==> src/rtl/core/tbi_pkg.sv <==
// ============================================================================
// tbi_pkg - shared types and constants for the turtle branch interpreter
// Command and config types, register indexes, symbol codes, result kinds.
// ============================================================================
`default_nettype none

package tbi_pkg;

    // Stack of saved turtles
    localparam int STACK_DEPTH = 64;
    localparam int CNT_W       = $clog2(STACK_DEPTH + 1);
    localparam int ADDR_W      = $clog2(STACK_DEPTH);

    // Front-to-back command queue, power of two
    localparam int QUEUE_DEPTH = 4;
    localparam int QPTR_W      = $clog2(QUEUE_DEPTH);
    localparam int QCNT_W      = $clog2(QUEUE_DEPTH + 1);

    // Stream widths
    localparam int IN_W   = 16;
    localparam int OUT_W  = 128;
    localparam int USER_W = 2;

    // Config port
    localparam int CFG_IDX_W  = 3;
    localparam int CFG_DATA_W = 32;

    localparam logic [CFG_IDX_W-1:0] CFG_START_LENGTH  = 3'd0;
    localparam logic [CFG_IDX_W-1:0] CFG_SHRINK_FACTOR = 3'd1;
    localparam logic [CFG_IDX_W-1:0] CFG_COS_TURN      = 3'd2;
    localparam logic [CFG_IDX_W-1:0] CFG_SIN_TURN      = 3'd3;
    localparam logic [CFG_IDX_W-1:0] CFG_START_X       = 3'd4;
    localparam logic [CFG_IDX_W-1:0] CFG_START_Y       = 3'd5;

    localparam logic [31:0]        START_LENGTH_RST  = 32'd6553600;
    localparam logic [15:0]        SHRINK_FACTOR_RST = 16'd49152;
    localparam logic signed [15:0] COS_TURN_RST      = 16'sd14849;
    localparam logic signed [15:0] SIN_TURN_RST      = 16'sd6924;
    localparam logic signed [31:0] START_X_RST       = 32'sd0;
    localparam logic signed [31:0] START_Y_RST       = -32'sd65536;
    localparam logic signed [15:0] HEADING_UP        = 16'sd16384;

    // Symbol codes
    localparam logic [7:0] SYM_DRAW  = 8'h46;  // F
    localparam logic [7:0] SYM_LEFT  = 8'h2A;  // *
    localparam logic [7:0] SYM_RIGHT = 8'h2F;  // /
    localparam logic [7:0] SYM_PUSH  = 8'h5B;  // [
    localparam logic [7:0] SYM_POP   = 8'h5D;  // ]

    // Result kinds
    localparam logic [USER_W-1:0] KIND_SEGMENT   = 2'd0;
    localparam logic [USER_W-1:0] KIND_OVERFLOW  = 2'd1;
    localparam logic [USER_W-1:0] KIND_UNDERFLOW = 2'd2;

    typedef enum logic [2:0] {
        OP_NONE,
        OP_DRAW,
        OP_TURN_L,
        OP_TURN_R,
        OP_PUSH,
        OP_POP
    } op_t;

    typedef struct packed {
        logic restart;
        op_t  op;
    } cmd_t;

    typedef struct packed {
        logic [31:0]        start_length;
        logic [15:0]        shrink_factor;
        logic signed [15:0] cos_turn;
        logic signed [15:0] sin_turn;
        logic signed [31:0] start_x;
        logic signed [31:0] start_y;
    } cfg_t;

    typedef struct packed {
        logic [USER_W-1:0]  kind;
        logic signed [31:0] x_from;
        logic signed [31:0] y_from;
        logic signed [31:0] x_to;
        logic signed [31:0] y_to;
    } res_t;

endpackage

`default_nettype wire

==> src/rtl/core/tbi_front.sv <==
// ============================================================================
// tbi_front - symbol decode stage
// Registers each item, turns its symbol into an op and drops items that
// neither restart nor do anything.
// ============================================================================
`default_nettype none

module tbi_front (
    input  wire logic         clk,
    input  wire logic         rst_n,
    input  wire logic         s_tvalid,
    output logic              s_tready,
    input  wire logic         restart,
    input  wire logic [7:0]   symbol,
    output logic              cmd_valid,
    input  wire logic         cmd_ready,
    output tbi_pkg::cmd_t     cmd
);
    import tbi_pkg::*;

    logic valid_reg, valid_next;
    cmd_t cmd_reg, cmd_next;
    op_t  op_dec;

    always_comb
    begin
        unique case (symbol)
            SYM_DRAW:  op_dec = OP_DRAW;
            SYM_LEFT:  op_dec = OP_TURN_L;
            SYM_RIGHT: op_dec = OP_TURN_R;
            SYM_PUSH:  op_dec = OP_PUSH;
            SYM_POP:   op_dec = OP_POP;
            default:   op_dec = OP_NONE;
        endcase
    end

    assign s_tready = !valid_reg || cmd_ready;

    always_comb
    begin
        valid_next = valid_reg;
        cmd_next   = cmd_reg;
        if (s_tvalid && s_tready)
        begin
            // plain ignored symbols leave no trace
            valid_next       = restart || (op_dec != OP_NONE);
            cmd_next.restart = restart;
            cmd_next.op      = op_dec;
        end
        else if (cmd_ready)
        begin
            valid_next = 1'b0;
        end
    end

    always_ff @(posedge clk or negedge rst_n)
    begin
        if (!rst_n)
        begin
            valid_reg <= 1'b0;
        end
        else
        begin
            valid_reg <= valid_next;
        end
    end

    always_ff @(posedge clk)
    begin
        cmd_reg <= cmd_next;
    end

    assign cmd_valid = valid_reg;
    assign cmd       = cmd_reg;

endmodule

`default_nettype wire

==> config.mk <==
export PLATFORM = sky130hd
export DESIGN_NAME = tbi_front
export DESIGN_NICKNAME = d
export VERILOG_FILES = /design/src/rtl/core/tbi_pkg.sv /design/src/rtl/core/tbi_front.sv
export SDC_FILE = /design/constraint.sdc
export NUM_CORES = 1
export LEC_CHECK = 0
export BUFFER_PORTS_ARGS = -buffer_cell sky130_fd_sc_hd__buf_2
export CORE_AREA = 2 2 39 41
export CTS_CLUSTER_DIAMETER = 30
export DETAILED_ROUTE_END_ITERATION = 12
export DIE_AREA = 0 0 41 43
export GPL_ROUTABILITY_DRIVEN = 0
export PLACE_DENSITY = 0.55
export SETUP_SLACK_MARGIN = 0.5
export SKIP_LAST_GASP = 1
export SLEW_MARGIN = 20
export SYNTH_ARGS = -nofsm -noshare
export SYNTH_HDL_FRONTEND = slang
export SYNTH_SLANG_ARGS = --single-unit
==> constraint.sdc <==
create_clock -name clk -period 2.1 [get_ports clk]
set_clock_uncertainty 0.2 [all_clocks]
set_input_delay 0 -clock clk [delete_from_list [all_inputs] [get_ports clk]]
set_output_delay 0 -clock clk [all_outputs]
set_load 0.02 [all_outputs]
# --- Word level (Yosys, flattened, before mapping) ---
# Index checks and enable logic that the tools add are counted.
word_totals:
  reg_bits: 5
  wordCells: 17
  memories: 0
  latch_bits: 0
  mem_bits_ro: 0
  mem_bits_rw: 0
classes:
  muxes: 3
  n_shift: 0
  n_addsub: 0
  n_mul: 0
  eq_ne: 5
  n_reduce_logical: 6
  magnitude_cmp: 0
  n_div: 0
  n_bitwise: 0
ops:
  columns: ["op", "n"]
  rows:
  - ["$eq 8x7->1 const B", 3]
  - ["$eq 8x6->1 const B", 2]
  - ["$pmux 3 s5", 1]
  - ["$reduce_bool 3->1", 1]
  - ["$logic_or 1x1->1", 2]
  - ["$mux 1", 2]
  - ["$reduce_bool 2->1", 1]
  - ["$logic_and 1x1->1", 1]
  - ["$logic_not 1->1", 1]

# --- Depth between registers and ports, before layout ---
# Gate-level depths: netlist (run 1).
depth:
  word_depth: 5
  ltp_mapped: 4
  ltp_nobuf: 4

# --- Least setup slack after synthesis (run 1) ---
# No wires, ideal clock.
synth_path:
  path_type: "flip-flop to flip-flop"
  start: "register valid_reg (netlist: cmd_valid)"
  end: "register valid_reg (netlist: cmd_valid)"
  t_arrival_ns: 1.262
  setup_time_ns: 0.121
  path_stages_with_launch: 4
  path_buffers: 0
  period_less_slack_ns: 1.583
  slack_ns: 0.517
  cell_sequence: "dfrtp_1 nor2b_1 or4_1 o22a_1"
synth_via:
  elab_chain_cells: 4
  word_cells_on_any_way: 5
  cone_classes: "1 x mux; 4 x reduce/logical"
synth_lines:
  columns: ["item", "line", "source"]
  rows:
  - ["start, declared", "tbi_front.sv:21", "logic valid_reg, valid_next;"]
  - ["start signal, assigned", "tbi_front.sv:64", "valid_reg <= valid_next;"]
  - ["$logic_not 1->1 (*)", "tbi_front.sv:37", "assign s_tready = !valid_reg || cmd_ready;"]
  - ["$logic_or 1x1->1 (*)", "tbi_front.sv:37", null]
  - ["$logic_and 1x1->1 (*)", "tbi_front.sv:43", "if (s_tvalid && s_tready)"]
  - ["$mux 1 or $reduce_bool 2->1 (tied branches)", null, null]
# Every way passes the cells marked *; elsewhere a longest branch is shown, timed or not.
# A chain may end at the register's enable or synchronous reset.

# --- Worst setup path after layout (run 1) ---
# Same ends and word-level chain as after synthesis.

==> results of run 1 <==
path summary, 6_finish.rpt:
check                            end  slack, ns  depth (start not counted)
setup / recovery           cmd_valid       0.59                          3
max in group asynchronous  cmd_valid       1.20                          3
min in group asynchronous  cmd_valid       0.40                          3
hold reg to reg            cmd_valid       0.54                          2
setup reg to reg           cmd_valid       0.59                          3
hold / removal                cmd[2]       0.03                          3
per-layer routing:
layer / track usage (%) / up-vias
li1: - / 159
met1: 11.4 / 133
met2: 15.0 / 19
met3: 3.14 / 0
met4: 8.00 / 0
met5: 0 / -
where the power goes:
part | switching [W] | internal (W)
Clock | 0.0000357 | 0.0000716
Combinational | 0.0000302 | 0.0000283
Sequential | 0.00000147 | 0.000114
Total | 0.0000673 | 0.000214
cell families (layout without fill, tap and decap cells):
family | Yosys count | count (layout) | synth area share (%)
buf+inv | 2 | 29 | 2.53
xor+xnor | 2 | 2 | 5.91
compound gates | 3 | 3 | 9.28
simple gates | 14 | 14 | 33.3
flops | 5 | 5 | 48.9
worst max-delay path, stage by stage (launching register included):
cell and delay, ns:
dfrtp_1 0.36, nor2b_1 0.15, or4_1 0.50, o22a_1 0.18
cell usage in the layout (no fill, tap or decap):
cell and count:
a21boi_2 1, and2_1 1, and4b_2 1, buf_2 18
clkbuf_1 1, clkbuf_4 3, dfrtp_1 1, dlygate4sd3_1 5
edfxtp_1 4, inv_1 2, nand2b_1 1, nand4b_1 1
nand4bb_1 1, nor2_1 1, nor2b_1 1, nor3_1 2
nor4_1 2, nor4b_1 1, o211ai_1 1, o22a_1 1
or3_1 1, or4_1 1, xnor2_1 1, xor2_1 1
stage by stage:
stage | utilization (%) | hold WS, ns | std cells | worst slack, ns
4_1_cts | 34.9 | 0.0108 | 69 | 0.589
2_1_floorplan | - | -0.496 | 26 | 0.517
3_5_place_dp | 29.4 | -0.423 | 60 | 0.596
3_3_place_gp | 29.4 | -0.423 | 60 | 0.622
5_1_grt | 34.9 | 0.0362 | 69 | 0.567
6_report | 34.9 | 0.0252 | 69 | 0.589
layout make-up:
class                           count  area (sq um)
Sequential cell                     5           145
Fill cell                         155           901
Inverter                            2          7.51
Tap cell                           16          20.0
Clock buffer                        4          26.3
Multi-Input combinational cell     19           144
Timing Repair Buffer               23           140
synth_stat cells, drive strengths merged:
cell,n
edfxtp,4
inv,2
nor3,2
nor4,2
a21boi,1
and2,1
and4b,1
dfrtp,1
nand2b,1
nand4b,1
nand4bb,1
nor2,1
nor2b,1
nor4b,1
o211ai,1
o22a,1
or3,1
or4,1
xnor2,1
xor2,1
==> metrics.csv, run 1 <==
metric;value;unit
IO Port Bufs;18;
TritonCTS clock tree;yes;
minimum clock period;1.51;ns
worst path arrival time;1.43;ns
DP Wirelength;568;um
Post-CTS Resized;0;
Tcrit/Tclk final;72.0;%
area grow syn2layout;62.9;%
Die Span Y;43;um
total clock sinks;5;
worst skew pair latency;0.24;ns
Netlist cell types;20;
LEAKAGE;0.204;nW
crit path kind;register to register;
H-Tree Depth;1;
initial antenna violation count;0;
Post-Syn Area per Cell;11.4;sq um
Final Hold Fails;0;
Tot Pwr;0.000281;W
FF+latch count, synth;5;
number of cell rows;14;
WL final;741;um
Hold Startpoint;symbol[4];
global route total overflow;0;
Final Slew Violations;0;
DR vias;311;
Synth area leaders;edfxtp_1 41%, dfrtp_1 8.4%, nor4_1 4.2%;
IO Count;19;
die width;41;um
Max-slew headroom;82.9;%
crit start category;register;
All-Layer GR Usage;10.2;%
Largest register FFs;4;
routed wl met3;76;um
status;complete, no violations;
# hold bufs at CTS;5;
initial core utilization;21.4;%
Synth Net Count;39;
pin count of the biggest net entering global routing;6;
router iterations before antenna repair;2;
DR top layer;met3;
core area;1380;sq um
Final setup violation count;0;
final instance area;483;sq um
Residual DRC;0;
reg2reg start;cmd_valid;
met2 wire len;334;um
Max Cap Viol;0;
CTS root buf;clkbuf_4;
largest area contributor in the netlist;edfxtp_1;
proportion of layout cells with a drive suffix above 1;43.4;%
Peak VDD IR;164;uV
Setup TNS Final;0;ns
wire per inst;10.7;um
Nets;67;
sequential fraction of the synthesis area;48.9;%
Slew @ Worst Pin;0.253;ns
first-pass GRT wire length;1.17;mm
clk buf depth;2;
total setup buffers inserted after CTS;0;
Tightest Hold Check Type;input port to register;
RSZ-0062 raised after global routing;false;
vias per cell;4.51;
die footprint;1760;sq um
crit end category;register;
area share of the largest cell type after synthesis;40.5;%
Cell Area, Synth;297;sq um
Synth warnings;0;
vias in the first global route;302;
Fmax;662;MHz
Routed met1 length;329;um
crit path from;cmd_valid;
Required @ worst endpoint;2.02;ns
Post-Synthesis Cells;26;
ANT nets after route;0;
clock buffer count from CTS;3;
initial DRC count;2;
diode count;0;
clk slew on worst S/H paths;0.04;ns
CP Max Fanout;3;
dpl cell area;407;sq um
pwr dens;582;nW/um^2
Power figures use the tool's default switching activity.
==> run 2: changes to the inputs <==
==> constraint.sdc (replaced) <==
create_clock -name clk -period 1.4 [get_ports clk]
set_clock_uncertainty 0.2 [all_clocks]
set_input_delay 0 -clock clk [delete_from_list [all_inputs] [get_ports clk]]
set_output_delay 0 -clock clk [all_outputs]
set_load 0.02 [all_outputs]
==> run 2 against run 1 <==
Compared with the run above:
- the flow now finishes with violations (negative hold slack, negative setup slack)
- setup slack worse by 0.67 ns
- final cell count up 2.9%
- flip-flop and latch count did not move
- register-to-register slack got worse by 0.67 ns
- worst hold slack lost 0.21 ns
- core utilization grew 5.4 points
- count of clock-buffer cells in the layout decreased by 1
- sequential share of layout area decreased by 3.8 points
- die area did not move
- combinational power rose by 110%
- fmax is 1.9% higher
- global-route usage is 0.83 points higher
- critical path type unchanged
==> metrics.csv, run 2 (synthesis gave the netlist of run 1 again) <==
metric;value;unit;change
CP Max Fanout;2;;-1
Comb power frac;26.1;%;+5.3 points
die footprint;1760;sq um;unchanged
clk buf depth;2;;unchanged
critical path, cell by cell;nor2b_4, or4_1, o22a_1;;
initial antenna violation count;0;;unchanged
worst skew pair latency;0.24;ns;about the same
IO Port Bufs;18;;unchanged
RSZ-0062 raised after global routing;true;;
worst slack, placed;-0.0827;ns;-0.678 ns
Die Span Y;43;um;unchanged
WL final;750;um;+1.2%
total clock sinks;5;;unchanged
clock buffer count from CTS;3;;unchanged
CTS root buf;clkbuf_4;;
Final setup violation count;5;;+5
Tightest Hold Check Type;input port to register;;
Max-slew headroom;83.3;%;+0.43 points
LEAKAGE;0.244;nW;+20%
DR vias;333;;+7.1%
pwr dens;828;nW/um^2;+42%
proportion of layout cells with a drive suffix above 1;61.8;%;+18 points
Peak VDD IR;246;uV;+50%
global route total overflow;0;;unchanged
Nets;69;;+3.0%
DP Wirelength;612;um;+7.7%
dpl cell area;433;sq um;+6.5%
number of cell rows;14;;unchanged
final instance area;558;sq um;+16%
Tcrit/Tclk final;106;%;+34 points
clk slew on worst S/H paths;0.04;ns;about the same
die width;41;um;unchanged
Min Hold Slack;-0.189;ns;-0.214 ns
sw frac;25.5;%;+1.5 points
# hold bufs at CTS;2;;-3
H-Tree Depth;1;;unchanged
Tot Pwr;0.000462;W;+64%
TritonCTS clock tree;yes;;
crit start category;register;;
Slew @ Worst Pin;0.248;ns;-0.00516 ns
initial core utilization;21.4;%;unchanged
worst path arrival time;1.41;ns;-0.02 ns
router iterations before antenna repair;4;;+2
vias per cell;4.69;;+4.1%
Max stage delay on crit path;0.49;ns;about the same
CP max stage cell;or4_1;;
Max Cap Viol;0;;unchanged
diode count;0;;unchanged
minimum clock period;1.48;ns;-0.0278 ns
vias in the first global route;304;;+0.66%
Required @ worst endpoint;1.33;ns;-0.69 ns
All-Layer GR Usage;11.0;%;+0.83 points
ANT nets after route;0;;unchanged
commonest non-fill, non-tap cells in the layout;12 x buf_2, 8 x buf_6, 4 x edfxtp_1;;
crit path kind;register to register;;
Clock power frac;35.9;%;-2.2 points
Final Hold Fails;8;;+8
fraction of power consumed by sequential logic;38.0;%;-3.1 points
first-pass GRT wire length;1.21;mm;+3.5%
NetSw;0.000118;W;+75%
commonest non-fill, non-tap cell in the layout;buf_2;;
Int Power;0.000344;W;+61%
initial DRC count;4;;+2
core area;1380;sq um;unchanged
failing checks;negative hold slack, negative setup slack;;
wire per inst;10.6;um;-1.6%
Final Slew Violations;0;;unchanged
final worst slack;-0.0834;ns;-0.672 ns
pin count of the biggest net entering global routing;6;;unchanged
Setup TNS Final;-0.186;ns;-0.186 ns
area grow syn2layout;88.2;%;
status;finished, violations left;;
Residual DRC;0;;unchanged
IO Count;19;;unchanged
Largest register FFs;4;;unchanged
crit end category;register;;
Fmax;674;MHz;+1.9%
[run 2: final timing paths]
check                           from        end  slack (ns)  cells after the start
hold / removal              s_tvalid  cmd_valid       -0.19                      2
setup reg to reg           cmd_valid  cmd_valid       -0.08                      3
hold reg to reg            cmd_valid  cmd_valid        0.53                      3
setup / recovery           cmd_valid  cmd_valid       -0.08                      3
min in group asynchronous      rst_n  cmd_valid       -0.13                      2
max in group asynchronous      rst_n  cmd_valid        1.03                      2
[run 2: metal layers]
metal  vias to the layer above  routed length (um)  global-route usage, %
met2                        22                 340                   14.7
li1                        159                   -                      -
met5                         -                   0                      0
met3                         3                  82                   4.71
met1                       149                 300                   12.4
met4                         0                  27                   10.0
[run 2: timing repair]
| action | in CTS | in global routing |
|---|---|---|
| cloned | 0 | 0 |
| endpoints found under the setup margin | 12 | 12 |
| hold endpoints to repair | 10 | 6 |
| resized for setup | 6 | 10 |
| pin swaps | 2 | 0 |
| setup buffers | 3 | 1 |
[run 2: layout make-up]
type	count	area, sq um
multi-input combinational	19	161
fill	141	826
sequential	5	146
clock inverter	1	5.00
clock buffer	3	22.5
tap	16	20.0
timing repair buffer	25	193
inverter	2	10.0
[run 2: power by group through the flow]
stage          clock network (W)  registers (W)  logic (W)
2_1_floorplan                  0       0.000189  0.0000320
3_3_place_gp                   0       0.000176  0.0000867
3_5_place_dp                   0       0.000177  0.0000873
4_1_cts                 0.000172       0.000174   0.000109
5_1_grt                 0.000191       0.000176   0.000132
6_report                0.000166       0.000175   0.000120
[run 2: critical path, delay by kind of cell (launching register included)]
kind	cells	cell delay [ns]
AND/OR/NAND/NOR	2	0.61
flip-flops	1	0.39
AO/OA/AOI/OAI	1	0.16
[run 2: per-stage QoR]
stage	hold slack, ns	instances	util, %
final	-0.189	71	40.3
after global routing	-0.187	71	40.3
after CTS	-0.194	70	37.5
after detailed placement	-0.424	61	31.3
after global placement	-0.422	61	31.3
after floorplan	-0.496	26	-
==> run 3: changes to the inputs <==
--- a/config.mk
+++ b/config.mk
@@ -7,6 +7,7 @@
 export LEC_CHECK = 0
 export BUFFER_PORTS_ARGS = -buffer_cell sky130_fd_sc_hd__buf_2
 export CORE_AREA = 2 2 39 41
+export CTS_BUF_LIST = sky130_fd_sc_hd__clkbuf_16
 export CTS_CLUSTER_DIAMETER = 30
 export DETAILED_ROUTE_END_ITERATION = 12
 export DIE_AREA = 0 0 41 43
==> run 3 against run 2 <==
Compared with the run above:
- the flow still finishes with violations (negative hold slack, negative setup slack)
- combinational power hardly changed
- wire length increased by 2.5%
- core utilization increased by 3.4 points
- fmax is essentially flat
- cell area rose by 8.5%
- total power rose by 65%
- clock power increased to 2.8 times the previous value
- flip-flop and latch count unchanged
- register-to-register slack is essentially flat
- critical path type unchanged
==> metrics.csv, run 3 (synthesis gave the netlist of run 1 again) <==
metric;value;unit;change
status;finished, violations left;;
failing checks;negative hold slack, negative setup slack;;
ANT nets after route;0;;unchanged
RSZ-0062 raised after global routing;true;;
CTS root buf;clkbuf_16;;
LEAKAGE;0.264;nW;+8.1%
Largest register FFs;4;;unchanged
total clock sinks;5;;unchanged
Final Hold Fails;7;;-1
clk slew on worst S/H paths;0.03;ns;about the same
number of cell rows;14;;unchanged
DP Wirelength;612;um;unchanged
CP Max Fanout;2;;unchanged
final worst slack;-0.0840;ns;-0.000615 ns
vias in the first global route;310;;+2.0%
IO Port Bufs;18;;unchanged
Util after Layout;43.8;%;+3.4 points
Fmax;674;MHz;about the same
commonest non-fill, non-tap cells in the layout;12 x buf_2, 8 x buf_6, 4 x edfxtp_1;;
global route total overflow;0;;unchanged
proportion of layout cells with a drive suffix above 1;64.8;%;+3.0 points
pwr dens;1250;nW/um^2;+52%
crit end category;register;;
Tcrit/Tclk final;106;%;about the same
clk buf depth;2;;unchanged
Die Span Y;43;um;unchanged
worst path arrival time;1.39;ns;-0.02 ns
TritonCTS clock tree;yes;;
clock buffer count from CTS;3;;unchanged
vias per cell;4.63;;-1.3%
initial antenna violation count;0;;unchanged
H-Tree Depth;1;;unchanged
Final setup violation count;5;;unchanged
crit start category;register;;
diode count;0;;unchanged
All-Layer GR Usage;11.2;%;+0.20 points
die width;41;um;unchanged
first-pass GRT wire length;1.24;mm;+2.3%
die footprint;1760;sq um;unchanged
Min Hold Slack;-0.226;ns;-0.0362 ns
Slew @ Worst Pin;0.250;ns;+0.00254 ns
Max Cap Viol;0;;unchanged
minimum clock period;1.48;ns;+0.000615 ns
router iterations before antenna repair;4;;unchanged
core area;1380;sq um;unchanged
Residual DRC;0;;unchanged
crit path kind;register to register;;
commonest non-fill, non-tap cell in the layout;buf_2;;
worst skew pair latency;0.22;ns;-0.02 ns
wire per inst;11.0;um;+4.0%
IO Count;19;;unchanged
pin count of the biggest net entering global routing;6;;unchanged
fillcell total;134;;-5.0%
WL final;769;um;+2.5%
initial core utilization;21.4;%;unchanged
Required @ worst endpoint;1.31;ns;-0.02 ns
Final Slew Violations;0;;unchanged
Max-slew headroom;83.2;%;-0.17 points
worst reg2reg setup slack;-0.08;ns;about the same
Peak VDD IR;422;uV;+72%
Tightest Hold Check Type;input port to register;;
initial DRC count;3;;-1
# hold bufs at CTS;2;;unchanged
Nets;68;;-1.4%
DR vias;324;;-2.7%
area grow syn2layout;104;%;
-- run 3: cell type report --
type                            instances  area, sq um  area share, %
Timing Repair Buffer                   24          183           30.2
Multi-Input combinational cell         19          166           27.5
Sequential cell                         5          146           24.2
Clock buffer                            3         75.1           12.4
Tap cell                               16         20.0           3.31
Inverter                                2         10.0           1.65
Clock inverter                          1         5.00          0.826
-- run 3: per-stage QoR --
step	setup TNS [ns]	power, W	area (sq um)	cells	worst slack [ns]
global route	-0.339	0.000798	606	70	-0.115
detailed placement	-0.0827	0.000264	433	61	-0.0827
CTS	-0.0850	0.000758	574	70	-0.0850
finish	-0.202	0.000760	606	70	-0.0840
global placement	-0.0613	0.000263	433	61	-0.0613
floorplan	-0.162	0.000221	315	26	-0.130
-- run 3: worst paths after layout --
check / from / to / cells after the start
max reg2reg: cmd_valid / cmd_valid / 3
min reg2reg: cmd_valid / cmd_valid / 3
min: restart / cmd[3] / 1
min in group asynchronous: rst_n / cmd_valid / 2
max in group asynchronous: rst_n / cmd_valid / 2
max: cmd_valid / cmd_valid / 3
-- run 3: layer usage --
layer | share of wire (%) | vias up | global-route usage [%]
met5 | 0 | - | 0
met4 | 0 | 0 | 10.0
met3 | 12 | 0 | 4.71
met2 | 48 | 21 | 15.0
met1 | 40 | 146 | 12.7
li1 | - | 157 | -
-- run 3: worst max-delay path, stage by stage, from the launching register on --
cell and delay (ns):
dfrtp_2 0.39, nor2b_4 0.13, or4_1 0.49, o22a_1 0.17
-- run 3: repair_timing --
item,CTS,global route
resized for setup,7,10
endpoints found under the setup margin,12,14
setup buffers,3,1
endpoints found under the hold margin,7,7
pin swaps,2,0
cloned,0,0
-- run 3: report_power, final --
part | internal [W] | switching (W)
Clock | 0.000373 | 0.0000911
Combinational | 0.0000675 | 0.0000522
Sequential | 0.000172 | 0.00000405
