==> config.mk <==
export PLATFORM = sky130hd
export DESIGN_NAME = tbi_queue
export DESIGN_NICKNAME = d
export VERILOG_FILES = /design/src/rtl/core/tbi_pkg.sv /design/src/rtl/core/tbi_queue.sv
export SDC_FILE = /design/constraint.sdc
export NUM_CORES = 1
export LEC_CHECK = 0
export ABC_AREA = 1
export BUFFER_PORTS_ARGS = -buffer_cell sky130_fd_sc_hd__buf_2
export CORE_MARGIN = 5
export CORE_UTILIZATION = 25
export CTS_CLUSTER_SIZE = 28
export DETAILED_ROUTE_END_ITERATION = 6
export GPL_ROUTABILITY_DRIVEN = 0
export PLACE_DENSITY = 0.4
export SETUP_SLACK_MARGIN = 0.02
export SYNTH_ARGS = -nofsm -noshare
export SYNTH_HDL_FRONTEND = slang
export SYNTH_SLANG_ARGS = --single-unit
==> constraint.sdc <==
create_clock -name clk -period 1.9 [get_ports clk]
set_input_delay 0.19 -clock clk [delete_from_list [all_inputs] [get_ports clk]]
set_output_delay 0.19 -clock clk [all_outputs]
set_load 0.005 [all_outputs]
==> src/rtl/core/tbi_pkg.sv <==
// ============================================================================
// tbi_pkg - shared types and constants for the turtle branch interpreter
// Command and config types, register indexes, symbol codes, result kinds.
// ============================================================================
`default_nettype none

package tbi_pkg;

    // Stack of saved turtles
    localparam int STACK_DEPTH = 64;
    localparam int CNT_W       = $clog2(STACK_DEPTH + 1);
    localparam int ADDR_W      = $clog2(STACK_DEPTH);

    // Front-to-back command queue, power of two
    localparam int QUEUE_DEPTH = 4;
    localparam int QPTR_W      = $clog2(QUEUE_DEPTH);
    localparam int QCNT_W      = $clog2(QUEUE_DEPTH + 1);

    // Stream widths
    localparam int IN_W   = 16;
    localparam int OUT_W  = 128;
    localparam int USER_W = 2;

    // Config port
    localparam int CFG_IDX_W  = 3;
    localparam int CFG_DATA_W = 32;

    localparam logic [CFG_IDX_W-1:0] CFG_START_LENGTH  = 3'd0;
    localparam logic [CFG_IDX_W-1:0] CFG_SHRINK_FACTOR = 3'd1;
    localparam logic [CFG_IDX_W-1:0] CFG_COS_TURN      = 3'd2;
    localparam logic [CFG_IDX_W-1:0] CFG_SIN_TURN      = 3'd3;
    localparam logic [CFG_IDX_W-1:0] CFG_START_X       = 3'd4;
    localparam logic [CFG_IDX_W-1:0] CFG_START_Y       = 3'd5;

    localparam logic [31:0]        START_LENGTH_RST  = 32'd6553600;
    localparam logic [15:0]        SHRINK_FACTOR_RST = 16'd49152;
    localparam logic signed [15:0] COS_TURN_RST      = 16'sd14849;
    localparam logic signed [15:0] SIN_TURN_RST      = 16'sd6924;
    localparam logic signed [31:0] START_X_RST       = 32'sd0;
    localparam logic signed [31:0] START_Y_RST       = -32'sd65536;
    localparam logic signed [15:0] HEADING_UP        = 16'sd16384;

    // Symbol codes
    localparam logic [7:0] SYM_DRAW  = 8'h46;  // F
    localparam logic [7:0] SYM_LEFT  = 8'h2A;  // *
    localparam logic [7:0] SYM_RIGHT = 8'h2F;  // /
    localparam logic [7:0] SYM_PUSH  = 8'h5B;  // [
    localparam logic [7:0] SYM_POP   = 8'h5D;  // ]

    // Result kinds
    localparam logic [USER_W-1:0] KIND_SEGMENT   = 2'd0;
    localparam logic [USER_W-1:0] KIND_OVERFLOW  = 2'd1;
    localparam logic [USER_W-1:0] KIND_UNDERFLOW = 2'd2;

    typedef enum logic [2:0] {
        OP_NONE,
        OP_DRAW,
        OP_TURN_L,
        OP_TURN_R,
        OP_PUSH,
        OP_POP
    } op_t;

    typedef struct packed {
        logic restart;
        op_t  op;
    } cmd_t;

    typedef struct packed {
        logic [31:0]        start_length;
        logic [15:0]        shrink_factor;
        logic signed [15:0] cos_turn;
        logic signed [15:0] sin_turn;
        logic signed [31:0] start_x;
        logic signed [31:0] start_y;
    } cfg_t;

    typedef struct packed {
        logic [USER_W-1:0]  kind;
        logic signed [31:0] x_from;
        logic signed [31:0] y_from;
        logic signed [31:0] x_to;
        logic signed [31:0] y_to;
    } res_t;

endpackage

`default_nettype wire

==> src/rtl/core/tbi_queue.sv <==
// ============================================================================
// tbi_queue - command queue between decode and execute
// Small FIFO so decode and execute stall independently.
// ============================================================================
`default_nettype none

module tbi_queue (
    input  wire logic         clk,
    input  wire logic         rst_n,
    input  wire logic         in_valid,
    output logic              in_ready,
    input  tbi_pkg::cmd_t     in_cmd,
    output logic              out_valid,
    input  wire logic         out_ready,
    output tbi_pkg::cmd_t     out_cmd
);
    import tbi_pkg::*;

    cmd_t              fifo_reg [QUEUE_DEPTH];
    logic [QPTR_W-1:0] wr_ptr_reg, wr_ptr_next;
    logic [QPTR_W-1:0] rd_ptr_reg, rd_ptr_next;
    logic [QCNT_W-1:0] count_reg, count_next;
    logic              push;
    logic              pop;

    assign in_ready  = (count_reg != QCNT_W'(QUEUE_DEPTH));
    assign out_valid = (count_reg != '0);
    assign out_cmd   = fifo_reg[rd_ptr_reg];

    assign push = in_valid && in_ready;
    assign pop  = out_valid && out_ready;

    always_comb
    begin
        wr_ptr_next = push ? wr_ptr_reg + 1'b1 : wr_ptr_reg;
        rd_ptr_next = pop ? rd_ptr_reg + 1'b1 : rd_ptr_reg;
        count_next  = count_reg;
        if (push && !pop)
        begin
            count_next = count_reg + 1'b1;
        end
        else if (pop && !push)
        begin
            count_next = count_reg - 1'b1;
        end
    end

    always_ff @(posedge clk or negedge rst_n)
    begin
        if (!rst_n)
        begin
            wr_ptr_reg <= '0;
            rd_ptr_reg <= '0;
            count_reg  <= '0;
        end
        else
        begin
            wr_ptr_reg <= wr_ptr_next;
            rd_ptr_reg <= rd_ptr_next;
            count_reg  <= count_next;
        end
    end

    always_ff @(posedge clk)
    begin
        if (push)
        begin
            fifo_reg[wr_ptr_reg] <= in_cmd;
        end
    end

endmodule

`default_nettype wire

======== Word level (Yosys, flattened, before mapping) ========
Memory sizes are Yosys's and may differ from the RTL's.
Cells that the tools add are included.
operators by class
  eq/ne operators ......................... 1
  add/sub/neg operators ................... 4
  reductions and logical operators ........ 8
  multiplexer cells ....................... 4
operators by type and width
  kind                 count
  $mux 3               2
  $add 2x1->2 const B  2
  $logic_and 1x1->1    4
  $add 3x1->3 const B  1
  $ne 3x3->1 const B   1
  $reduce_bool 3->1    1
  $sub 3x1->3 const B  1
  $logic_not 1->1      2
  $mux 1               2
  $reduce_bool 2->1    1
storage, ports and cells
  output and inout port bits .............. 6
  input bits .............................. 8
  memory bits (writable) .................. 16
  memories kept ........................... 1
  register bits after elaboration ......... 7
  word-level logic and storage cells ...... 21
memories
  memory    words  width  rd ports  clocked after Yosys merged registers in  write ports  RTL line         source
  fifo_reg  4      4      1         0                                        1            tbi_queue.sv:19  cmd_t fifo_reg [QUEUE_DEPTH];

======== Longest topological paths before layout ========
Gate-level depths: netlist of run 1.
  word-level depth ........................ 6
  depth in mapped cells ................... 12
  gate-level depth less buffers ........... 12

======== Least setup slack after synthesis of run 1 ========
Ideal clock, no wire load.
  path kind ............................... register -> register
  start ................................... reg count_reg[0]
  end ..................................... reg count_reg[1]
  data arrival time ....................... 1592 ps
  cell stages (with the launch flop) ...... 10
  path slack .............................. 181 ps
  period minus slack after synthesis ...... 1719 ps
  buffers on the path ..................... 0
  cell sequence ........................... dfrtp_1 > inv_1 > nand3_2 > nand2_1 > inv_1 > ha_1 > inv_1 > fa_1 > nand2_1 > o21ai_0
RTL lines
  what                    RTL line         source
  from (decl)             tbi_queue.sv:22  logic [QCNT_W-1:0] count_reg, count_next;
  from (signal assigned)  tbi_queue.sv:60  count_reg <= count_next;
  $ne 3x3->1              tbi_queue.sv:26  assign in_ready = (count_reg != QCNT_W'(QUEUE_DEPTH));
  via in_ready            tbi_queue.sv:11  output logic in_ready,
  $logic_and 1x1->1       tbi_queue.sv:30  assign push = in_valid && in_ready;
  via push                tbi_queue.sv:23  logic push;
  $logic_and 1x1->1       tbi_queue.sv:38  if (push && !pop)
  $mux 3                  tbi_queue.sv:38
  via count_next[1]       tbi_queue.sv:22
The timed path passes the listed nets, and every way through them passes these cells. The select of a mux whose other input is x is not followed.
A chain may end at the register's enable or synchronous reset.

======== Worst setup path in the final report of run 1 ========
  start ................................... reg count_reg[0]
  end ..................................... reg count_reg[2]
between the ends
  longest elaborated chain between the ends .. 5
ends and longest elaborated chain
  what
  parallel branches: the longest is 5 deep, another holds $sub 3x1->3
Parallel ways; which one is timed is not known. The select of a mux whose other input is x is not followed.

==> results.md, run 1 <==
- Inserted Clock Buffers: 3
- Clock transition time at the flip-flop clock pins of the worst setup and hold paths: 0.09 ns
- Dpl ws: 0.120 ns
- Slew at the pin closest to its max-slew limit: 0.467 ns
- Pin count of the biggest net entering global routing: 19
- Setup repair after global routing missed its margin: no
- Type of the worst setup path: reg -> reg
- Count of nets left with antenna violations after detail routing: 0
- Die Y-Extent: 75.8 um
- DRC viols: 0
- Worst setup EP type: register
- Most common library cell in the layout ignoring fill and taps: sky130_fd_sc_hd__nand2_1
- Initial cell density of the core: 25.4%
- Worst EP required: 2.06 ns
- DRC marker count from the first detailed-route iteration: 54
- # H-tree levels: 1
- Flip-flop count of the largest register after layout: 16
- Gate family responsible for the most delay along the worst path: adder cells
- Number of detailed-routing iterations run before antenna repair: 4
- Netlist area before placement: 1080 sq um
- Grt total ovfl: 0
- Yosys synthesis warning count: 0
- Number of diodes: 0
- Synth Net Count: 119
- Met2 routed WL: 981 um
- Ratio of cells with drive above 1 in the final layout: 20.2%
- Power per cell area: 1430 nW/um^2
- Max-Slew Margin vs Limit: between 60% and 70%
- Post-route clock period utilization: between 90% and 100%
- Hold Path Stages: 1
- Number of cells on the critical path: 10
- Post-Route M1 WL: 951 um
- Global router's overall resource usage: around 7.9%
- Aggregate routed wire length: 2040 um
- Peak ir drop on the vdd network: 0.000476 V
- Area of the core: 4260 sq um
- Post-layout power: 1.84 mW
- Highest-count cells in the layout ignoring fill and taps: sky130_fd_sc_hd__nand2_1 (29), sky130_fd_sc_hd__inv_1 (20), sky130_fd_sc_hd__edfxtp_1 (16)
- Number of different library cells in the post-synthesis netlist: 15
- DP HPWL: 1480 um
- Cell type with the highest occurrence count on the critical path: sky130_fd_sc_hd__nand2_1
- Port bufs: 13
- Number of antenna violations at the first check in global routing: 0
- Cells on worst reg2reg path: 10
- TNS Setup: 0 ns
- Top flip-flop cell by instance count after synthesis: sky130_fd_sc_hd__edfxtp_1
- Shortest period the worst path allows: 1.78 ns
- Critical path buffer and inverter count: 2
- Highest achievable clock rate: 0.561 GHz
- Total clock sinks: 23
- Class of the tightest hold or removal check: in -> reg
- Highest metal layer with signal wires: met4
- Root buf cell: sky130_fd_sc_hd__clkbuf_8
- Final WS setup: 0.118 ns
- IO Pins: 14
- Width of the chip: 75.8 um
- Fin. max-slew vios: 0
- Register bit count reported by yosys: 23
- Via count of the first global-routing pass: 689
- Wire length of the first global-routing pass: 3320 um
- Routed WL per cell: 11.6 um
- Post-Place Cells: 171
- Fraction of registers with async set/reset: 30.4%
- Area growth from synthesis to layout: 18.7%
- Register area share after synthesis: between 60% and 70%
- Core Rows: 24
- Fillers: 471
- Longest individual stage delay on the worst path: 0.44 ns
- Critical path startpoint category: register
- Post-synth EDFFs: 16
- Setup violations, final: 0
- Number of standard cells in the final layout excluding fillers: 176
- Crit path DAT: 1.94 ns
- Mean instance size in the synthesized netlist: approximately 10 sq um
- Clock network latency to the later pin of the worst-skew pair: 0.26 ns
- Full die area: 5750 sq um
- Number of buffers on the longest clock path: 2
- Average via count per standard cell: around 4.1
- Final Hold Violating Endpoints: 0
- Max stage delay cell, worst path: sky130_fd_sc_hd__dfrtp_1
- Max capacitance violation total: 0
- CTS tree: done
- Worst-path maximum fanout: 3
- Reported leakage power: 0.590 nW
- Synthesized netlist cell count: 105
- Setup Skew: 0.00488 ns
- Status: finished, final reports clean
- CP Cell Sequence: inv_2 > nand3_1 > nand2_2 > ha_2 > inv_1 > fa_1 > nand2_1 > nand3_1 > nand2_1 > nand2_1
- Met3 routed wirelength: 58 um
- Total number of nets in the final design: approximately 140
- Total via count in the routed design: 726
power by group:
group	internal [mW]	switching, mW	total, mW
Clock	0.146	0.159	0.305
Combinational	0.296	0.442	0.739
Sequential	0.688	0.107	0.795
cells in the mapped netlist, types with 4 or more instances:
master / n / area [sq um]
sky130_fd_sc_hd__nand2_1: 30 / 113
sky130_fd_sc_hd__inv_1: 22 / 82.6
sky130_fd_sc_hd__edfxtp_1: 16 / 480
sky130_fd_sc_hd__o211ai_1: 8 / 60.1
sky130_fd_sc_hd__dfrtp_1: 7 / 175
sky130_fd_sc_hd__nand3_1: 6 / 30.0
sky130_fd_sc_hd__ha_1: 5 / 62.6
sky130_fd_sc_hd__nor2_1: 4 / 15.0
stage by stage:
step	utilization, %	hold WS, ns	area [sq um]
floorplan	-	-0.106	1080
global placement	28.6	0.0375	1220
detailed placement	28.6	0.0383	1220
CTS	29.9	0.136	1270
global route	30.2	0.135	1290
finish	30.2	0.137	1290
metal layers:
layer / up-vias / global-route usage, %
li1: 375 / -
met4: 0 / 4.66
met1: 334 / 10.7
met3: 4 / 1.19
met5: - / 0
met2: 13 / 12.0
timing repair:
item / 4_1_cts / 5_1_grt
buffers inserted: 0 / 0
setup endpoints to repair: 0 / 2
endpoints found under the hold margin: 7 / 0
gates resized for setup: 0 / 5
hold buffers: 1 / 0
layout make-up:
class | instances | area [sq um] | share of cell area, %
well taps | 52 | 65.1 | 5.06
clock buffers | 3 | 41.3 | 3.21
clock inverters | 1 | 5.00 | 0.389
inverters | 23 | 86.3 | 6.71
flip-flops and latches | 23 | 656 | 51.0
repair buffers | 16 | 90.1 | 7.00
multi-input cells | 58 | 343 | 26.7
cell families after synthesis:
family,synth area share [%]
and+or+nand+nor,16.1
adders and majority gates,7.62
xor gates and xnor gates,0.808
buffers and inverters,9.01
AOI/OAI and AO/OA,6.00
DFF,60.5
worst paths after layout:
| path | start | end | slack (ns) |
|---|---|---|---|
| setup / recovery | count_reg[0] | count_reg[2] | 0.12 |
| hold / removal | in_cmd[1] | fifo_reg[2][1] | 0.14 |
| setup reg to reg | count_reg[0] | count_reg[2] | 0.12 |
| hold reg to reg | rd_ptr_reg[0] | rd_ptr_reg[0] | 0.52 |
| max in group asynchronous | rst_n | rd_ptr_reg[0] | 1.46 |
| min in group asynchronous | rst_n | count_reg[0] | 0.29 |
Power figures use the tool's default switching activity.
==> run 2: changes to the inputs <==
--- a/config.mk
+++ b/config.mk
@@ -7,8 +7,10 @@
 export LEC_CHECK = 0
 export ABC_AREA = 1
 export BUFFER_PORTS_ARGS = -buffer_cell sky130_fd_sc_hd__buf_2
+export CORE_ASPECT_RATIO = 0.5
 export CORE_MARGIN = 5
 export CORE_UTILIZATION = 25
+export CTS_BUF_LIST = sky130_fd_sc_hd__clkbuf_8
 export CTS_CLUSTER_SIZE = 28
 export DETAILED_ROUTE_END_ITERATION = 6
 export GPL_ROUTABILITY_DRIVEN = 0
==> run 2 against run 1 <==
Net effect: clock skew down 0.0032 ns; fmax up 2.0%; largest power group unchanged; final cell count up 1.1%; critical endpoint is now count_reg[1]; flip-flop and latch count unchanged; setup slack better by 0.035 ns; die area up 1.4%; total power down 1.8%; core utilization up 1.5 points; clock-buffer cell count unchanged.
==> results.md, run 2 (synthesis gave the netlist of run 1 again) <==
- Status: finished, final reports clean
- CTS tree: done
- Hold Slack: 0.133 ns (-0.00409 ns)
- Power per cell area: 1410 nW/um^2 (-1.5%)
- Number of detailed-routing iterations run before antenna repair: 4 (unchanged)
- Clock network latency to the later pin of the worst-skew pair: 0.26 ns (about the same)
- Clock transition time at the flip-flop clock pins of the worst setup and hold paths: 0.08 ns (about the same)
- Reported leakage power: 0.592 nW (+0.31%)
- Total clock sinks: 23 (unchanged)
- Fin. max-slew vios: 0 (unchanged)
- DP HPWL: 1430 um (-3.7%)
- Number of antenna violations at the first check in global routing: 0 (unchanged)
- Full die area: 5830 sq um (+1.4%)
- Critical path startpoint category: register
- Via count of the first global-routing pass: 660 (-4.2%)
- Aggregate routed wire length: 1850 um (-9.0%)
- DRC marker count from the first detailed-route iteration: 12 (-78%)
- Average via count per standard cell: 3.87 (-6.2%)
- Global router's overall resource usage: 6.95% (-0.98 points)
- Root buf cell: sky130_fd_sc_hd__clkbuf_8
- Count of nets left with antenna violations after detail routing: 0 (unchanged)
- Worst EP required: 2.04 ns (-0.02 ns)
- Highest achievable clock rate: 0.572 GHz (+2.0%)
- Grt total ovfl: 0 (unchanged)
- Inserted Clock Buffers: 3 (unchanged)
- Final Hold Violating Endpoints: 0 (unchanged)
- Combined flip-flop and latch cell area: 656 sq um (unchanged)
- Pin count of the biggest net entering global routing: 19 (unchanged)
- Width of the chip: 103 um (+36%)
- # H-tree levels: 1 (unchanged)
- Ratio of cells with drive above 1 in the final layout: 19.4% (-0.81 points)
- Peak ir drop on the vdd network: 0.000384 V (-19%)
- Setup repair after global routing missed its margin: yes
- Number of buffers on the longest clock path: 2 (unchanged)
- Type of the worst setup path: reg -> reg
- Final standard cell utilization of the core: 31.7% (+1.5 points)
- Die Y-Extent: 56.6 um (-25%)
- Area occupied by multi-input gates: 335 sq um (-2.2%)
- Initial cell density of the core: 26.8% (+1.4 points)
- Area of the core: 4040 sq um (-5.2%)
- Total via count in the routed design: 689 (-5.1%)
- Max-Slew Margin vs Limit: 72.1% (+3.3 points)
- Most common library cell in the layout ignoring fill and taps: sky130_fd_sc_hd__nand2_1
- TNS Setup: 0 ns (unchanged)
- Area growth from synthesis to layout: 18.2%
- Highest-count cells in the layout ignoring fill and taps: sky130_fd_sc_hd__nand2_1 (28), sky130_fd_sc_hd__inv_1 (21), sky130_fd_sc_hd__edfxtp_1 (16)
- Max capacitance violation total: 0 (unchanged)
- Core Rows: 16 (-33%)
- Buffers inserted by post-CTS timing repair: 0 (unchanged)
- Slew at the pin closest to its max-slew limit: 0.418 ns (-0.0498 ns)
- Post-route clock period utilization: 92.0% (-1.8 points)
- Setup violations, final: 0 (unchanged)
- Port bufs: 13 (unchanged)
- Flip-flop count of the largest register after layout: 16 (unchanged)
- Number of diodes: 0 (unchanged)
- IO Pins: 14 (unchanged)
- Shortest period the worst path allows: 1.75 ns (-0.0347 ns)
- Wire length of the first global-routing pass: 3080 um (-7.3%)
- Crit path DAT: 1.89 ns (-0.05 ns)
- Class of the tightest hold or removal check: in -> reg
- Total number of nets in the final design: 139 (unchanged)
- Worst setup EP type: register
- Worst-path maximum fanout: 4 (+1)
- Setup Skew: 0.00166 ns (-0.00321 ns)
- Fillers: 423 (-10%)
- DRC viols: 0 (unchanged)
- Routed WL per cell: 10.4 um (-10%)
[run 2: cell counts in the layout (fill, tap and decap cells not counted)]
No cell type changed its count.
[run 2: layout make-up]
| type | count | area share [%] |
|---|---|---|
| multi-input combinational | 58 | 26.2 |
| sequential | 23 | 51.2 |
| clock inverter | 1 | 0.391 |
| inverter | 23 | 6.74 |
| clock buffer | 3 | 3.22 |
| tap | 54 | 5.27 |
| timing repair buffer | 16 | 7.03 |
[run 2: worst paths after layout]
path                                  endpoint  cells past startpoint           from  slack [ns]
min in group asynchronous         count_reg[0]                      2          rst_n        0.29
max in group asynchronous         count_reg[2]                      2          rst_n        1.45
worst min-delay path            fifo_reg[2][1]                      1      in_cmd[1]        0.13
worst max-delay path              count_reg[1]                      9   count_reg[0]        0.15
worst max register to register    count_reg[1]                      9   count_reg[0]        0.15
worst min register to register   rd_ptr_reg[0]                      2  rd_ptr_reg[0]        0.53
[run 2: timing repair]
action	in CTS	in global routing
hold buffers	1	0
gates resized for setup	0	3
endpoints found under the hold margin	7	0
setup endpoints to repair	0	2
[run 2: worst max-delay path, stage by stage (launching register included)]
cell and delay (ns):
sky130_fd_sc_hd__dfrtp_1 0.43, sky130_fd_sc_hd__inv_2 0.08, sky130_fd_sc_hd__nand3_2 0.12, sky130_fd_sc_hd__nand2_2 0.09, sky130_fd_sc_hd__inv_1 0.04, sky130_fd_sc_hd__ha_1 0.20, sky130_fd_sc_hd__inv_1 0.09, sky130_fd_sc_hd__fa_1 0.42
sky130_fd_sc_hd__nand2_1 0.07, sky130_fd_sc_hd__o21ai_0 0.08
[run 2: layer usage]
layer	track usage (%)	up-vias	share of wire (%)
li1	-	376	-
met2	10.7	8	48
met4	2.77	0	0.54
met3	2.35	2	3.4
met5	0	-	0
met1	8.93	303	48
[run 2: per-stage QoR]
stage                     total power [mW]  instances  instance area [sq um]  worst slack (ns)
after global placement                1.53        173                   1220             0.157
after detailed placement              1.53        173                   1220             0.143
after CTS                             1.85        178                   1280             0.127
final                                 1.80        178                   1280             0.153
after global routing                  1.99        178                   1280           0.00658
after floorplan                       1.29        105                   1080             0.181
[run 2: power breakdown]
group          internal [mW]  switching (mW)
Clock                  0.146           0.155
Combinational          0.290           0.425
Sequential             0.688          0.0993
Total                   1.13           0.680
==> run 3: changes to the inputs <==
--- a/config.mk
+++ b/config.mk
@@ -8,12 +8,12 @@
 export ABC_AREA = 1
 export BUFFER_PORTS_ARGS = -buffer_cell sky130_fd_sc_hd__buf_2
 export CORE_ASPECT_RATIO = 0.5
-export CORE_MARGIN = 5
 export CORE_UTILIZATION = 25
 export CTS_BUF_LIST = sky130_fd_sc_hd__clkbuf_8
 export CTS_CLUSTER_SIZE = 28
 export DETAILED_ROUTE_END_ITERATION = 6
 export GPL_ROUTABILITY_DRIVEN = 0
+export MAX_ROUTING_LAYER = met4
 export PLACE_DENSITY = 0.4
 export SETUP_SLACK_MARGIN = 0.02
 export SYNTH_ARGS = -nofsm -noshare
==> run 3 against run 2 <==
Net effect: hold slack improved by 0.0038 ns; core utilization rose by 0.47 points; cell area rose by 0.98%; register-to-register slack improved by 0.03 ns; largest cell class unchanged.
==> results.md, run 3 (synthesis gave the netlist of run 1 again) <==
- Area growth from synthesis to layout: 19.4%
- Highest-count cells in the layout ignoring fill and taps: sky130_fd_sc_hd__nand2_1 (29), sky130_fd_sc_hd__inv_1 (21), sky130_fd_sc_hd__edfxtp_1 (16)
- Fin. max-slew vios: 0 (unchanged)
- Critical path startpoint category: register
- Pin count of the biggest net entering global routing: 19 (unchanged)
- Worst setup EP type: register
- Reported leakage power: 0.602 nW (+1.7%)
- Count of nets left with antenna violations after detail routing: 0 (unchanged)
- Max stage delay cell, worst path: sky130_fd_sc_hd__dfrtp_1
- Final Hold Violating Endpoints: 0 (unchanged)
- Setup repair after global routing missed its margin: no
- Total via count in the routed design: 725 (+5.2%)
- Average via count per standard cell: 4.03 (+4.1%)
- IO Pins: 14 (unchanged)
- Post-route clock period utilization: 90.6% (-1.4 points)
- TNS Setup: 0 ns (unchanged)
- Gate family responsible for the most delay along the worst path: adder cells
- Core Rows: 16 (unchanged)
- Max-Slew Margin vs Limit: 71.8% (-0.23 points)
- Number of detailed-routing iterations run before antenna repair: 4 (unchanged)
- Root buf cell: sky130_fd_sc_hd__clkbuf_8
- Critical path buffer and inverter count: 2 (-1)
- DP HPWL: 1350 um (-5.7%)
- Port bufs: 13 (unchanged)
- Post-Place Cells: 173 (unchanged)
- Setup Skew: 0.00432 ns (+0.00265 ns)
- Highest achievable clock rate: 0.581 GHz (+1.5%)
- Total clock sinks: 23 (unchanged)
- Clock transition time at the flip-flop clock pins of the worst setup and hold paths: 0.08 ns (about the same)
- Total number of nets in the final design: 141 (+1.4%)
- Slew at the pin closest to its max-slew limit: 0.421 ns (+0.00343 ns)
- Initial cell density of the core: 26.9% (+0.13 points)
- Shortest period the worst path allows: 1.72 ns (-0.0259 ns)
- Grt total ovfl: 0 (unchanged)
- Full die area: 4620 sq um (-21%)
- Inserted Clock Buffers: 3 (unchanged)
- CP Cell Sequence: inv_1 > nand3_1 > nand2_2 > ha_1 > inv_1 > fa_1 > nand2_1 > nand3_1 > nand2_1 > nand2_1
- Final standard cell utilization of the core: 32.2% (+0.47 points)
- Flip-flop count of the largest register after layout: 16 (unchanged)
- Ratio of cells with drive above 1 in the final layout: 19.8% (+0.49 points)
- Number of antenna violations at the first check in global routing: 0 (unchanged)
- Wire length of the first global-routing pass: 2900 um (-5.8%)
- Worst-path maximum fanout: 3 (-1)
- DRC viols: 0 (unchanged)
- Status: finished, final reports clean
- Die Y-Extent: 48.6 um (-14%)
- Type of the worst setup path: reg -> reg
- Global router's overall resource usage: 8.80% (+1.8 points)
- CTS tree: done
- Worst EP required: 2.06 ns (+0.02 ns)
- Power per cell area: 1420 nW/um^2 (+0.50%)
- Setup violations, final: 0 (unchanged)
- Via count of the first global-routing pass: 624 (-5.5%)
- Crit path DAT: 1.88 ns (about the same)
- Longest individual stage delay on the worst path: 0.41 ns (-0.02 ns)
- # H-tree levels: 1 (unchanged)
- Width of the chip: 95.1 um (-7.8%)
- Aggregate routed wire length: 1820 um (-1.8%)
- Number of buffers on the longest clock path: 2 (unchanged)
- DRC marker count from the first detailed-route iteration: 18 (+6)
- Number of diodes: 0 (unchanged)
- Clock network latency to the later pin of the worst-skew pair: 0.26 ns (about the same)
- Most common library cell in the layout ignoring fill and taps: sky130_fd_sc_hd__nand2_1
- Number of standard cells in the final layout excluding fillers: 180 (+1.1%)
- Class of the tightest hold or removal check: in -> reg
- Cell type with the highest occurrence count on the critical path: sky130_fd_sc_hd__nand2_1
- Area of the core: 4020 sq um (-0.50%)
- Peak ir drop on the vdd network: 0.000621 V (+62%)
- Max capacitance violation total: 0 (unchanged)
- Routed WL per cell: 10.1 um (-2.9%)
==> run 3: changes by cell type in the layout (fill, tap and decap cells not counted) <==
cell / change
sky130_fd_sc_hd__buf_4: +2
sky130_fd_sc_hd__nand2_2: -1
sky130_fd_sc_hd__nand2_1: +1
==> run 3: worst paths after layout <==
| check | startpoint | endpoint | slack, ns | cells past startpoint |
|---|---|---|---|---|
| max in group asynchronous | rst_n | rd_ptr_reg[0] | 1.45 | 2 |
| worst max register to register | count_reg[0] | count_reg[2] | 0.18 | 10 |
| min in group asynchronous | rst_n | wr_ptr_reg[0] | 0.29 | 2 |
| worst max-delay path | count_reg[0] | count_reg[2] | 0.18 | 10 |
| worst min-delay path | in_cmd[3] | fifo_reg[0][3] | 0.14 | 1 |
| worst min register to register | count_reg[2] | count_reg[2] | 0.53 | 2 |
==> run 3: routing by layer <==
layer  vias up  track usage [%]  part of all wire, %
met4         0             3.03                  1.1
met5         -                -                    0
li1        380                -                    -
met3         2             2.83                  3.4
met1       331             11.1                   47
met2        12             13.2                   48
==> run 3: final cells by class <==
cell class / instances / area [sq um]
fillers: 420 / 2730
flip-flops and latches: 23 / 656
multi-input cells: 58 / 333
repair buffers: 18 / 105
inverters: 23 / 86.3
well taps: 54 / 67.6
clock buffers: 3 / 41.3
clock inverters: 1 / 5.00
==> run 3: timing repair <==
| action | in CTS | in global routing |
|---|---|---|
| endpoints found under the hold margin | 7 | 0 |
| setup buffers | 0 | 2 |
| gates resized for setup | 0 | 2 |
| endpoints found under the setup margin | 0 | 1 |
| hold buffers | 1 | 0 |
==> run 3: where the power goes <==
group	total [mW]	switching [mW]	internal [mW]	leakage (nW)
clock network	0.298	0.152	0.146	0.0255
logic	0.745	0.432	0.313	0.345
registers	0.789	0.100	0.688	0.231
total	1.83	0.685	1.15	0.602
==> run 3: metrics by stage <==
step                power [mW]  setup slack (ns)  instance area, sq um  hold WS, ns
detailed placement        1.52             0.119                  1220       0.0448
CTS                       1.83             0.100                  1280        0.128
global route              2.00            0.0231                  1290        0.126
global placement          1.52             0.135                  1220       0.0447
floorplan                 1.29             0.181                  1080       -0.106
finish                    1.83             0.179                  1290        0.137
